## config.mk

```make
export PLATFORM = sky130hd
export DESIGN_NAME = msek_queue
export DESIGN_NICKNAME = d
export VERILOG_FILES = /design/src/hw/rtl/msek_pkg.sv /design/src/hw/rtl/msek_queue.sv
export SDC_FILE = /design/constraint.sdc
export NUM_CORES = 1
export LEC_CHECK = 0
export ABC_AREA = 1
export BUFFER_PORTS_ARGS = -buffer_cell sky130_fd_sc_hd__buf_2
export CORE_UTILIZATION = 60
export CTS_CLUSTER_SIZE = 25
export DETAILED_ROUTE_END_ITERATION = 12
export GPL_ROUTABILITY_DRIVEN = 0
export PLACE_DENSITY = 0.83
export SETUP_SLACK_MARGIN = 0.15
export SLEW_MARGIN = 20
export SYNTH_ARGS = -nofsm -noshare
export SYNTH_HDL_FRONTEND = slang
export SYNTH_SLANG_ARGS = --single-unit
```

## constraint.sdc

```tcl
create_clock -name clk_i -period 2.86 [get_ports clk_i]
set_clock_uncertainty 0.15 [all_clocks]
set_input_delay 0.429 -clock clk_i [delete_from_list [all_inputs] [get_ports clk_i]]
set_output_delay 0.429 -clock clk_i [all_outputs]
set_load 0.01 [all_outputs]
```

## src/hw/rtl/msek_pkg.sv

```systemverilog
// ----------------------------------------------------------------------------
// msek_pkg
// Shared types and constants of the multi-stack engine.
// ----------------------------------------------------------------------------
`default_nettype none

package msek_pkg;

  localparam int DATA_W            = 32;
  localparam int OP_W              = 2;
  localparam int INDEX_W           = 4;
  localparam int NUM_STACKS_DEF    = 8;
  localparam int STACK_DEPTH_DEF   = 64;
  localparam int QUEUE_DEPTH       = 4;

  typedef enum logic [1:0] {
    OP_PUSH = 2'd0,
    OP_POP  = 2'd1,
    OP_DUMP = 2'd2
  } op_e;

  typedef enum logic [1:0] {
    ST_OK        = 2'd0,
    ST_FULL      = 2'd1,
    ST_EMPTY     = 2'd2,
    ST_BAD_INDEX = 2'd3
  } status_e;

  typedef enum logic [1:0] {
    K_STATUS = 2'd0,
    K_PUSH   = 2'd1,
    K_POP    = 2'd2,
    K_DUMP   = 2'd3
  } kind_e;

  typedef struct packed {
    kind_e   kind;
    status_e status;
  } msek_ctl_t;

endpackage

`default_nettype wire

```

## src/hw/rtl/msek_queue.sv

```systemverilog
// ----------------------------------------------------------------------------
// msek_queue
// Small first-in first-out queue between the front and the back.
// ----------------------------------------------------------------------------
`default_nettype none

module msek_queue import msek_pkg::*; #(
  parameter int WIDTH = 8,
  parameter int DEPTH = QUEUE_DEPTH
) (
  input  wire logic             clk_i,
  input  wire logic             rst_ni,
  input  wire logic             push_i,
  input  wire logic [WIDTH-1:0] data_i,
  output logic                  full_o,
  input  wire logic             pop_i,
  output logic                  valid_o,
  output logic [WIDTH-1:0]      data_o
);

  localparam int PW = (DEPTH > 1) ? $clog2(DEPTH) : 1;

  logic [WIDTH-1:0] slot_q [DEPTH];
  logic [PW:0]      wr_ptr_q, wr_ptr_d;
  logic [PW:0]      rd_ptr_q, rd_ptr_d;

  assign valid_o  = (wr_ptr_q != rd_ptr_q);
  assign full_o   = (wr_ptr_q[PW] != rd_ptr_q[PW]) && (wr_ptr_q[PW-1:0] == rd_ptr_q[PW-1:0]);
  assign data_o   = slot_q[rd_ptr_q[PW-1:0]];
  assign wr_ptr_d = wr_ptr_q + (PW+1)'(push_i);
  assign rd_ptr_d = rd_ptr_q + (PW+1)'(pop_i);

  always_ff @(posedge clk_i or negedge rst_ni) begin
    if (!rst_ni) begin
      wr_ptr_q <= '0;
      rd_ptr_q <= '0;
    end else begin
      wr_ptr_q <= wr_ptr_d;
      rd_ptr_q <= rd_ptr_d;
    end
  end

  always_ff @(posedge clk_i) begin
    if (push_i) begin
      slot_q[wr_ptr_q[PW-1:0]] <= data_i;
    end
  end

endmodule

`default_nettype wire

```

==> run metrics <==
outcome=complete, no violations; Sw Share=0.342; Multi-input gate area=404 um2; flip-flop and latch area=0.00111 mm2; Clk pwr share=0.235; Reg clk slew, reported paths=0.11 ns; worst-path maximum fanout=26; Final Setup Violations=0; register area share after synthesis=0.692; Hold WC Path Type=in2reg; delay of the slowest cell on the worst path=0.39 ns; First DRT Iteration DRCs=47; EDFF count, synth=32; drt via density=5.14; max-slew violations=0; die height=53.7 um; Crit path max-delay family=simple AND/OR/NAND/NOR gates; Peak VDD IR=770 uV; starting density of the core=0.643; startpoint types=flip-flop; post-CTS sizing=0; CORE AREA=0.00250 mm2; Main synth FF type=edfxtp_1; Compound-Gate Fraction of Synth Area=0; final cell count without fillers=206; post-synthesis simple-gate area fraction=0.210; TritonCTS clock tree=yes; FF+latch count, synth=38; total gr overflow=0; DR top layer=met4; Syn Nets=159; ANT cells=0; Setup crit end kind=primary output; first-pass GRT wire length=4.31 mm; layout cells sized above 1=0.239; clk_lat worst skew=0.34 ns; Crit Path Class=reg2out; antenna violations before repair=0; XOR/XNOR share of the synthesized area=0.0109; Max stage delay cell, worst path=dfrtp_1; largest net degree at the start of global routing=27; Final Util=0.755; most frequent cell after synthesis=nand2_1; highest clock rate=469 MHz; H-tree depth=2; Synth async-reset ratio=0.158; PortBufs=21; Mapped Cells=143; mux cell area share after synthesis=0; TritonRoute pass-1 iters=4; IO Count=22; Pwr Density=1050 mW/mm2; CTS Hold Buffers Added=1; CTS Buffer Depth=2; Die X=53.7 um; Tmin final=2.13 ns; Worst Path Buf+Inv=2; cts bufs inserted=5; Max-cap violations=0; worst path required time=2.28 ns; Cell Int Power=0.00130 W; power share of the sequential group=0.415; total track usage=0.233; top cell type's share of synthesized area=0.598; Post-Syn Area=0.00161 mm2; Fin. Hold Viols=0; vias in the first global route=930; Post-Synth Adder-Cell Area=0.0312; arrival time at the worst endpoint=1.55 ns; syn_area_per_cell=11.2 um2; clk sinks=38; max_slew headroom=0.458; Leak Pwr=0.873 nW; Post-DRT Antenna Nets=0; actual slew at the worst max-slew pin=0.806 ns; Avg WL per Cell=14.0 um; Netlist cell types=17; met2 wire len=1.47 mm; final-layout fill cell count=159; final worst path period share=0.745; RSZ-0062 raised after global routing=no; post-DP HPWL=1.91 mm; Met1 Wirelength=1.20 mm; Layout Nets=191; TNS Setup=0 ns; area delta synth->final=17.5%; WL final=2.88 mm; clk root buf=clkbuf_4; combinational power share=0.350; Die Area=0.00289 mm2; placed insts=197; met3 wire length=156 um; crit path cell chain=buf_4 -> or2_2 -> nand3_1 -> nand2_1 -> buf_2; drt drc=0; vias=1058; Yosys Warn Count=0; largest family of logic cells by synthesized area=simple AND/OR/NAND/NOR gates; synth top area cells=edfxtp_1 (60%), nand2_1 (14%), dfrtp_1 (9.3%); Post-CTS Setup Bufs=0; Synth area leader=edfxtp_1; top cells by count, synth=nand2_1 (58), edfxtp_1 (32), inv_1 (13); row cnt=18; Psw=0.000674 W
layer usage:
layer	vias to the layer above	GRT usage
met4	0	0.114
li1	525	-
met5	-	0
met2	38	0.358
met1	489	0.299
met3	6	0.0706
power groups by stage:
stage	logic, W	clock network (W)	registers [W]
detailed placement	0.000681	0	0.000831
global placement	0.000662	0	0.000823
finish	0.000690	0.000465	0.000819
global route	0.000776	0.000489	0.000835
CTS	0.000694	0.000471	0.000819
floorplan	0.000489	0	0.000799
cell type report:
cell class,instances,share of cell area
Multi-Input combinational cell,86,0.214
Inverter,15,0.0298
Timing Repair Buffer,29,0.0888
Sequential cell,38,0.588
Clock inverter,2,0.0318
Clock buffer,6,0.0272
Tap cell,30,0.0199
kinds of logic (layout without fill, tap and decap cells):
logic type | after synthesis | after routing
simple gates | 80 | 80
buf+inv | 19 | 52
fa+ha+maj | 4 | 4
xor+xnor | 2 | 2
flops | 38 | 38
layout by cell type, fill, tap and decap left out, drive strengths merged:
cell type,instances
nor2,1
bufinv,2
dlygate4sd3,1
or2,8
nand2,58
xor2,2
dfrtp,6
buf,28
edfxtp,32
ha,4
clkbuf,6
inv,14
nand3,9
nor3,4
clkinv,1
sequential cells by signal (all words and copies together), names as in the netlist:
| name | cells |
|---|---|
| slot_q | 32 |
| wr_ptr_q | 3 |
| rd_ptr_q | 3 |
path summary, 6_finish.rpt:
path	start	end	slack (ns)	depth (start not counted)
setup reg to reg	wr_ptr_q[0]$_DFF_PN0_	slot_q[1][0]$_DFFE_PP_	1.00	3
hold reg to reg	wr_ptr_q[2]$_DFF_PN0_	wr_ptr_q[2]$_DFF_PN0_	0.35	1
max in group asynchronous	rst_ni	wr_ptr_q[0]$_DFF_PN0_	2.14	2
hold / removal	data_i[6]	slot_q[0][6]$_DFFE_PP_	0.15	1
min in group asynchronous	rst_ni	wr_ptr_q[1]$_DFF_PN0_	0.27	2
setup / recovery	rd_ptr_q[0]$_DFF_PN0_	data_o[5]	0.73	5
stage by stage:
stage               total power (W)  hold slack (ns)  area, um2  setup WS (ns)
finish                      0.00197            0.149       1890          0.730
global route                0.00210            0.139       1890          0.626
CTS                         0.00198            0.135       1890          0.718
detailed placement          0.00151            0.111       1770          0.986
global placement            0.00149            0.106       1770           1.02
floorplan                   0.00129          -0.0166       1610           1.22
No activity file was read; power rests on OpenSTA's default activity.
