==> config.mk <==
export PLATFORM = sky130hd
export DESIGN_NAME = msek_front
export DESIGN_NICKNAME = d
export VERILOG_FILES = /design/src/hw/rtl/msek_pkg.sv /design/src/hw/rtl/msek_front.sv
export SDC_FILE = /design/constraint.sdc
export NUM_CORES = 1
export LEC_CHECK = 0
export ABC_AREA = 1
export BUFFER_PORTS_ARGS = -buffer_cell sky130_fd_sc_hd__buf_2
export CAP_MARGIN = 20
export CORE_ASPECT_RATIO = 1.75
export CORE_MARGIN = 2
export CORE_UTILIZATION = 40
export DETAILED_ROUTE_END_ITERATION = 12
export PLACE_DENSITY = 0.62
export SYNTH_ARGS = -nofsm -noshare
export SYNTH_HDL_FRONTEND = slang
export SYNTH_SLANG_ARGS = --single-unit
==> constraint.sdc <==
create_clock -name clk_i -period 3 [get_ports clk_i]
set_input_delay 0.15 -clock clk_i [delete_from_list [all_inputs] [get_ports clk_i]]
set_output_delay 0.15 -clock clk_i [all_outputs]
set_load 0.01 [all_outputs]
==> src/hw/rtl/msek_pkg.sv <==
// ----------------------------------------------------------------------------
// msek_pkg
// Shared types and constants of the multi-stack engine.
// ----------------------------------------------------------------------------
`default_nettype none

package msek_pkg;

  localparam int DATA_W            = 32;
  localparam int OP_W              = 2;
  localparam int INDEX_W           = 4;
  localparam int NUM_STACKS_DEF    = 8;
  localparam int STACK_DEPTH_DEF   = 64;
  localparam int QUEUE_DEPTH       = 4;

  typedef enum logic [1:0] {
    OP_PUSH = 2'd0,
    OP_POP  = 2'd1,
    OP_DUMP = 2'd2
  } op_e;

  typedef enum logic [1:0] {
    ST_OK        = 2'd0,
    ST_FULL      = 2'd1,
    ST_EMPTY     = 2'd2,
    ST_BAD_INDEX = 2'd3
  } status_e;

  typedef enum logic [1:0] {
    K_STATUS = 2'd0,
    K_PUSH   = 2'd1,
    K_POP    = 2'd2,
    K_DUMP   = 2'd3
  } kind_e;

  typedef struct packed {
    kind_e   kind;
    status_e status;
  } msek_ctl_t;

endpackage

`default_nettype wire

==> src/hw/rtl/msek_front.sv <==
// ----------------------------------------------------------------------------
// msek_front
// Accepts commands, tracks stack occupancy and classifies each command.
// ----------------------------------------------------------------------------
`default_nettype none

module msek_front import msek_pkg::*; #(
  parameter int NUM_STACKS  = NUM_STACKS_DEF,
  parameter int STACK_DEPTH = STACK_DEPTH_DEF,
  parameter int SIDX_W      = 3,
  parameter int CNT_W       = 7
) (
  input  wire logic                clk_i,
  input  wire logic                rst_ni,
  input  wire logic                start,
  output logic                     busy,
  input  wire logic [OP_W-1:0]     op_i,
  input  wire logic [INDEX_W-1:0]  stack_index_i,
  input  wire logic [DATA_W-1:0]   value_i,
  input  wire logic                q_full_i,
  output logic                     q_push_o,
  output msek_ctl_t                ctl_o,
  output logic [SIDX_W-1:0]        sidx_o,
  output logic [CNT_W-1:0]         cnt_o,
  output logic [DATA_W-1:0]        value_o
);

  logic [CNT_W-1:0]  occ_q [NUM_STACKS];
  logic [CNT_W-1:0]  cur_cnt;
  logic [CNT_W-1:0]  new_cnt;
  logic              occ_we;
  logic              accept;
  logic              in_range;
  logic [SIDX_W-1:0] sidx;

  assign busy     = q_full_i;
  assign accept   = start && !busy;
  assign in_range = {1'b0, stack_index_i} < (INDEX_W+1)'(NUM_STACKS);
  assign sidx     = stack_index_i[SIDX_W-1:0];
  assign cur_cnt  = occ_q[sidx];
  assign sidx_o   = sidx;
  assign value_o  = value_i;

  always_comb begin
    q_push_o   = 1'b0;
    ctl_o      = '{kind: K_STATUS, status: ST_OK};
    cnt_o      = cur_cnt;
    new_cnt    = cur_cnt;
    occ_we     = 1'b0;
    case (op_i)
      OP_PUSH: begin
        q_push_o = accept;
        if (!in_range) begin
          ctl_o.status = ST_BAD_INDEX;
        end else if (cur_cnt == CNT_W'(STACK_DEPTH)) begin
          ctl_o.status = ST_FULL;
        end else begin
          ctl_o.kind = K_PUSH;
          new_cnt    = cur_cnt + CNT_W'(1);
          occ_we     = accept;
        end
      end
      OP_POP: begin
        q_push_o = accept;
        if (!in_range) begin
          ctl_o.status = ST_BAD_INDEX;
        end else if (cur_cnt == '0) begin
          ctl_o.status = ST_EMPTY;
        end else begin
          ctl_o.kind = K_POP;
          new_cnt    = cur_cnt - CNT_W'(1);
          cnt_o      = new_cnt;
          occ_we     = accept;
        end
      end
      OP_DUMP: begin
        q_push_o = accept;
        if (!in_range) begin
          ctl_o.status = ST_BAD_INDEX;
        end else if (cur_cnt == '0) begin
          ctl_o.status = ST_EMPTY;
        end else begin
          ctl_o.kind = K_DUMP;
        end
      end
      default: begin
        q_push_o = 1'b0;
      end
    endcase
  end

  always_ff @(posedge clk_i or negedge rst_ni) begin
    if (!rst_ni) begin
      for (int i = 0; i < NUM_STACKS; i++) begin
        occ_q[i] <= '0;
      end
    end else if (occ_we) begin
      occ_q[sidx] <= new_cnt;
    end
  end

endmodule

`default_nettype wire

==> flow_metrics.env, run 1 <==
export IMPL_clockPowerShare=0.334
export IMPL_ios=90
export IMPL_port_buffer_count=25
export IMPL_biggestRegsByFlops="occ_q: 56 flops"
export IMPL_place_hpwl_um=8340
export IMPL_slew_viol_final=0
export IMPL_grtUsageTotal=0.212
export IMPL_tightest_slew_ns=0.943
export IMPL_layout_commonest_cell="nand2_1"
export IMPL_synth_fp_nets=644
export IMPL_max_cap_violations=0
export IMPL_clock_root_buffer="clkbuf_16"
export IMPL_max_vdd_ir_drop_uv=307
export IMPL_clk_latency_ns=0.30
export IMPL_finalCritPeriodShare=0.870
export IMPL_p_seq_frac=0.433
export IMPL_viasPerCell=5.01
export IMPL_cp_max_fo=6
export IMPL_syn_area_per_cell_sq_um=6.71
export IMPL_grt_ovfl_total=0
export IMPL_post_synth_xor_area_fraction=0.00435
export IMPL_cts_tree="yes"
export IMPL_drive_gt1_frac=0.134
export IMPL_max_slew_margin=0.371
export IMPL_rsz0062_at_grt="no"
export IMPL_yosysWarnings=0
export IMPL_r2r_slack_ns=0.48
export IMPL_routabilityCongestion=0.877
export IMPL_grt_pass1_vias=3553
export IMPL_violations="hold timing"
export IMPL_register_area_sq_um=1400
export IMPL_n_antenna_cell=0
export IMPL_largest_reg_flops=56
export IMPL_cts_buffers=5
export IMPL_setup_tns_ns=0
export IMPL_p_switching_mw=0.631
export IMPL_holdWs_ns=-0.00767
export IMPL_avgRoutedWirePerCell_um=14.9
export IMPL_setup_viol_count_final=0
export IMPL_post_cts_buffers=0
export IMPL_syn_cell_area_sq_um=4020
export IMPL_worstSetupPathType="reg2out"
export IMPL_end_kind="output port"
export IMPL_synth_seq_cells=56
export IMPL_power_leakage_nw=2.53
export IMPL_start_util=0.409
export IMPL_cts_resized_gates=0
export IMPL_drtIter0Drc=242
export IMPL_status="finished, violations left"
export IMPL_critPathRequiredTime_ns=2.85
export IMPL_fillCellCount=1072
export IMPL_cts_max_level=2
export IMPL_hp_class="in2async"
export IMPL_coreArea_sq_um=9850
export IMPL_regMostFlops="occ_q"
export IMPL_synth_area_mux_share=0
export IMPL_power_internal_mw=1.36
export IMPL_hold_viol_final=5
export IMPL_cts_buffer_depth=2
export IMPL_final_util=0.428
export IMPL_synth_compound_area_frac=0.0190
export IMPL_cts_hold_buf=0
export IMPL_wl_um=10800
export IMPL_syn_inst=600
export IMPL_cp_arrival_ns=2.46
export IMPL_yosysUniqueCellTypes=29
export IMPL_clkSinkCount=56
export IMPL_finClkSkew_ns=0.00834
export IMPL_yosysSeqAreaShare=0.348
export IMPL_num_vias=3623
export IMPL_yosys_area_share_simple=0.475
export IMPL_remaining_drc_errors=0
export IMPL_clock_fmax_ghz=0.383
export IMPL_grt_start_max_net_pins=41
export IMPL_grt_pass1_wl_um=17600
export IMPL_antenna_found_initial=0
export IMPL_power_frac_comb=0.233
export IMPL_firstDrtPassIters=5
export IMPL_min_period_ns=2.61
export IMPL_p_sw_frac=0.317
export IMPL_synth_adder_area_share=0.00622
export IMPL_die_y_um=137
export IMPL_fp_dieW_um=79.8
export IMPL_area_delta_synth_final_pct=4.79
export IMPL_core_rowCount=48
export IMPL_synth_top_family_by_area="simple AND/OR/NAND/NOR gates"
export IMPL_cp_start_kind="flop"
export IMPL_clk_transition_reported_paths_ns=0.07
export IMPL_nets=641
export IMPL_power_density_nw_per_um2=472
export IMPL_final_antenna_net_count=0
export IMPL_final_cell_mix="nand2_1 (287), inv_1 (63), dfrtp_1 (56), nand3_1 (55), nor2_1 (30)"
export IMPL_dieArea_sq_um=10900
export IMPL_multi_input_comb_area_sq_um=2030
## per-layer routing
| metal | GRT usage | share of wire | up-vias |
|---|---|---|---|
| met5 | 0 | 0 | - |
| met2 | 0.380 | 0.52 | 100 |
| met1 | 0.234 | 0.38 | 1695 |
| met4 | 0.137 | 0.060 | 0 |
| li1 | - | - | 1788 |
| met3 | 0.0218 | 0.038 | 40 |
## cells in the mapped netlist, drive strengths merged
| cell | count | share of area |
|---|---|---|
| xnor2 | 2 | 0.0044 |
| nand4 | 4 | 0.0062 |
| inv | 69 | 0.065 |
| dfrtp | 56 | 0.35 |
| nand2 | 298 | 0.29 |
| o31ai | 2 | 0.0037 |
| clkinv | 1 | 0.00093 |
| nor3 | 2 | 0.0025 |
| o22ai | 1 | 0.0016 |
| or2 | 2 | 0.0031 |
| nor2 | 46 | 0.093 |
| a21oi | 3 | 0.0037 |
| o21ai | 8 | 0.010 |
| buf | 43 | 0.080 |
| clkbuf | 2 | 0.0019 |
| nand3 | 59 | 0.080 |
| ha | 2 | 0.0062 |
## through the flow
step                power [mW]  cells  instance area (sq um)  setup WS [ns]
CTS                       2.00    723                   4220          0.366
global placement          1.33    715                   4050          0.353
floorplan                 1.23    600                   4020          0.762
global route              2.10    723                   4220          0.147
detailed placement        1.34    715                   4050          0.257
finish                    1.99    723                   4220          0.389
## cell type report
type	instances	area share
Sequential cell	56	0.332
Clock buffer	6	0.0306
Timing Repair Buffer	35	0.0475
Tap cell	125	0.0371
Clock inverter	2	0.00831
Inverter	70	0.0629
Multi-Input combinational cell	429	0.481
## power by group through the flow
stage / Combinational [mW] / Clock [mW] / Sequential, mW
4_1_cts: 0.466 / 0.675 / 0.862
3_5_place_dp: 0.465 / 0 / 0.876
3_3_place_gp: 0.459 / 0 / 0.875
6_report: 0.464 / 0.665 / 0.863
5_1_grt: 0.525 / 0.705 / 0.870
2_1_floorplan: 0.362 / 0 / 0.864
## critical path, stage by stage (launching register included)
cell	delay, ns
dfrtp_1	0.39
or2_2	0.27
nand2_1	0.06
nor2_1	0.04
nor2_1	0.12
nand2_2	0.06
inv_1	0.11
ha_1	0.21
nand2_2	0.08
nor2_4	0.14
nand2_2	0.14
nand3_1	0.14
nand2_1	0.06
nand2_1	0.10
o21ai_0	0.09
buf_2	0.15
## kinds of logic (layout without fill, tap and decap cells)
kind of cell               Yosys count  after routing
and+or+nand+nor                    411            411
buffers and inverters              115            113
adders and majority gates            2              2
AOI/OAI and AO/OA                   14             14
DFF                                 56             56
xor gates and xnor gates             2              2
## path summary, 6_finish.rpt
check,from,end,cells past startpoint
max,occ_q[21],cnt_o[5],15
min,rst_ni,occ_q[51],1
max reg2reg,occ_q[21],occ_q[14],16
min reg2reg,occ_q[53],occ_q[53],2
max in group asynchronous,rst_ni,occ_q[3],2
min in group clk_i,value_i[0],value_o[0],0
Power figures use the tool's default switching activity.
==> run 2, diff against run 1 <==
==> constraint.sdc (replaced) <==
create_clock -name clk_i -period 2.95 [get_ports clk_i]
set_input_delay 0.1475 -clock clk_i [delete_from_list [all_inputs] [get_ports clk_i]]
set_output_delay 0.1475 -clock clk_i [all_outputs]
set_load 0.01 [all_outputs]
==> run 2 against run 1 <==
Compared with the run above: the run still ends with hold timing left; sequential cell count is the same; first-iteration DRC count rose by 4.5%; clock power down 14%; largest cell class unchanged; highest routed layer unchanged.
==> flow_metrics.env, run 2 (synthesis results as in run 1) <==
export IMPL_remaining_drc_errors=0
export IMPL_n_antenna_cell=0
export IMPL_viasPerCell=5.03
export IMPL_clk_transition_reported_paths_ns=0.07
export IMPL_critPathRequiredTime_ns=2.80
export IMPL_final_cell_mix="nand2_1 (287), inv_1 (63), dfrtp_1 (56), nand3_1 (55), nor2_1 (30)"
export IMPL_clkSinkCount=56
export IMPL_drive_gt1_frac=0.134
export IMPL_status="finished, violations left"
export IMPL_clock_root_buffer="clkbuf_16"
export IMPL_r2r_start="occ_q[21]"
export IMPL_rsz0062_at_grt="no"
export IMPL_max_cap_violations=0
export IMPL_max_vdd_ir_drop_uv=208
export IMPL_fp_dieW_um=79.8
export IMPL_hold_viol_final=10
export IMPL_violations="hold timing"
export IMPL_finalCritPeriodShare=0.900
export IMPL_cts_max_level=2
export IMPL_coreArea_sq_um=9850
export IMPL_cts_buffers=5
export IMPL_area_delta_synth_final_pct=4.23
export IMPL_regMostFlops="occ_q"
export IMPL_placed_cell_area_sq_um=4060
export IMPL_timing_rr_end="occ_q[45]"
export IMPL_start_util=0.409
export IMPL_place_hpwl_um=8430
export IMPL_largest_reg_flops=56
export IMPL_routabilityCongestion=0.897
export IMPL_ios=90
export IMPL_post_cts_buffers=0
export IMPL_grtUsageTotal=0.211
export IMPL_firstDrtPassIters=5
export IMPL_nets=642
export IMPL_clock_fmax_ghz=0.377
export IMPL_cp_start_kind="flop"
export IMPL_grt_pass1_wl_um=17400
export IMPL_final_util=0.426
export IMPL_end_kind="output port"
export IMPL_holdWs_ns=-0.0147
export IMPL_final_antenna_net_count=0
export IMPL_power_density_nw_per_um2=460
export IMPL_grt_pass1_vias=3562
export IMPL_avgRoutedWirePerCell_um=15.2
export IMPL_biggestRegsByFlops="occ_q: 56 flops"
export IMPL_layout_commonest_cell="nand2_1"
export IMPL_worstSetupPathType="reg2out"
export IMPL_cts_resized_gates=0
export IMPL_die_y_um=137
export IMPL_dieArea_sq_um=10900
export IMPL_cts_hold_buf=0
export IMPL_r2r_cells=16
export IMPL_fin_ws_ns=0.294
export IMPL_setup_viol_count_final=0
export IMPL_hp_class="in2async"
export IMPL_power_leakage_nw=2.52
export IMPL_r2r_slack_ns=0.42
export IMPL_fillCellCount=1065
export IMPL_cp_max_fo=6
export IMPL_final_area_sq_um=4190
export IMPL_grt_start_max_net_pins=43
export IMPL_max_slew_margin=0.369
export IMPL_port_buffer_count=25
export IMPL_min_period_ns=2.66
export IMPL_drtIter0Drc=253
export IMPL_cts_tree="yes"
export IMPL_finClkSkew_ns=0.00573
export IMPL_setup_tns_ns=0
export IMPL_cts_buffer_depth=2
export IMPL_grt_ovfl_total=0
export IMPL_wl_um=11000
export IMPL_tightest_slew_ns=0.947
export IMPL_cp_arrival_ns=2.51
export IMPL_place_ws_ns=0.237
export IMPL_num_vias=3634
export IMPL_clk_latency_ns=0.30
export IMPL_antenna_found_initial=0
export IMPL_slew_viol_final=0
export IMPL_core_rowCount=48
-- run 2: area by class of cell --
type / instances / area [sq um] / area share
Multi-Input combinational cell: 429 / 2030 / 0.484
Sequential cell: 56 / 1400 / 0.334
Inverter: 70 / 265 / 0.0632
Timing Repair Buffer: 36 / 208 / 0.0495
Tap cell: 125 / 156 / 0.0373
Clock buffer: 6 / 129 / 0.0307
Clock inverter: 1 / 5.00 / 0.00119
-- run 2: how the worst max path moves through the flow --
stage	end	startpoint	cells past startpoint	slack [ns]
2_1_floorplan	occ_q[13]	stack_index_i[0]	19	0.71
3_3_place_gp	occ_q[45]	stack_index_i[0]	16	0.30
3_5_place_dp	occ_q[17]	stack_index_i[0]	16	0.24
4_1_cts	cnt_o[1]	occ_q[21]	14	0.28
5_1_grt	cnt_o[1]	occ_q[21]	14	0.15
6_report	cnt_o[3]	occ_q[21]	15	0.29
-- run 2: routing by layer --
metal / vias to the layer above / share of wire / track usage
met3: 48 / 0.044 / 0.0264
met2: 106 / 0.52 / 0.387
li1: 1785 / - / -
met1: 1695 / 0.37 / 0.224
met5: - / 0 / 0
met4: 0 / 0.059 / 0.130
-- run 2: stage by stage --
| step | total power, mW | cells | hold WS [ns] |
|---|---|---|---|
| finish | 1.93 | 723 | -0.0147 |
| detailed placement | 1.37 | 716 | 0.295 |
| global route | 2.03 | 723 | 0.0679 |
| floorplan | 1.25 | 600 | -0.148 |
| CTS | 1.95 | 723 | 0.0244 |
| global placement | 1.36 | 716 | 0.295 |
-- run 2: worst max-delay path, cell delays in order (launching register included) --
cell and delay (ns):
dfrtp_1 0.41, or2_2 0.28, nand2_1 0.06, nor2_1 0.04, nor2_1 0.12, nand2_2 0.06
inv_1 0.12, ha_1 0.22, nand2_2 0.08, nor2_4 0.14, nand2_2 0.14, nand3_1 0.12
nand2_1 0.05, nand2_1 0.10, o21ai_0 0.10, buf_2 0.16
-- run 2: power by group --
| group | total (mW) | leakage (nW) | switching (mW) | internal, mW |
|---|---|---|---|---|
| logic | 0.475 | 1.69 | 0.325 | 0.150 |
| registers | 0.880 | 0.768 | 0.0421 | 0.838 |
| clock network | 0.573 | 0.0667 | 0.264 | 0.310 |
| total | 1.93 | 2.52 | 0.631 | 1.30 |
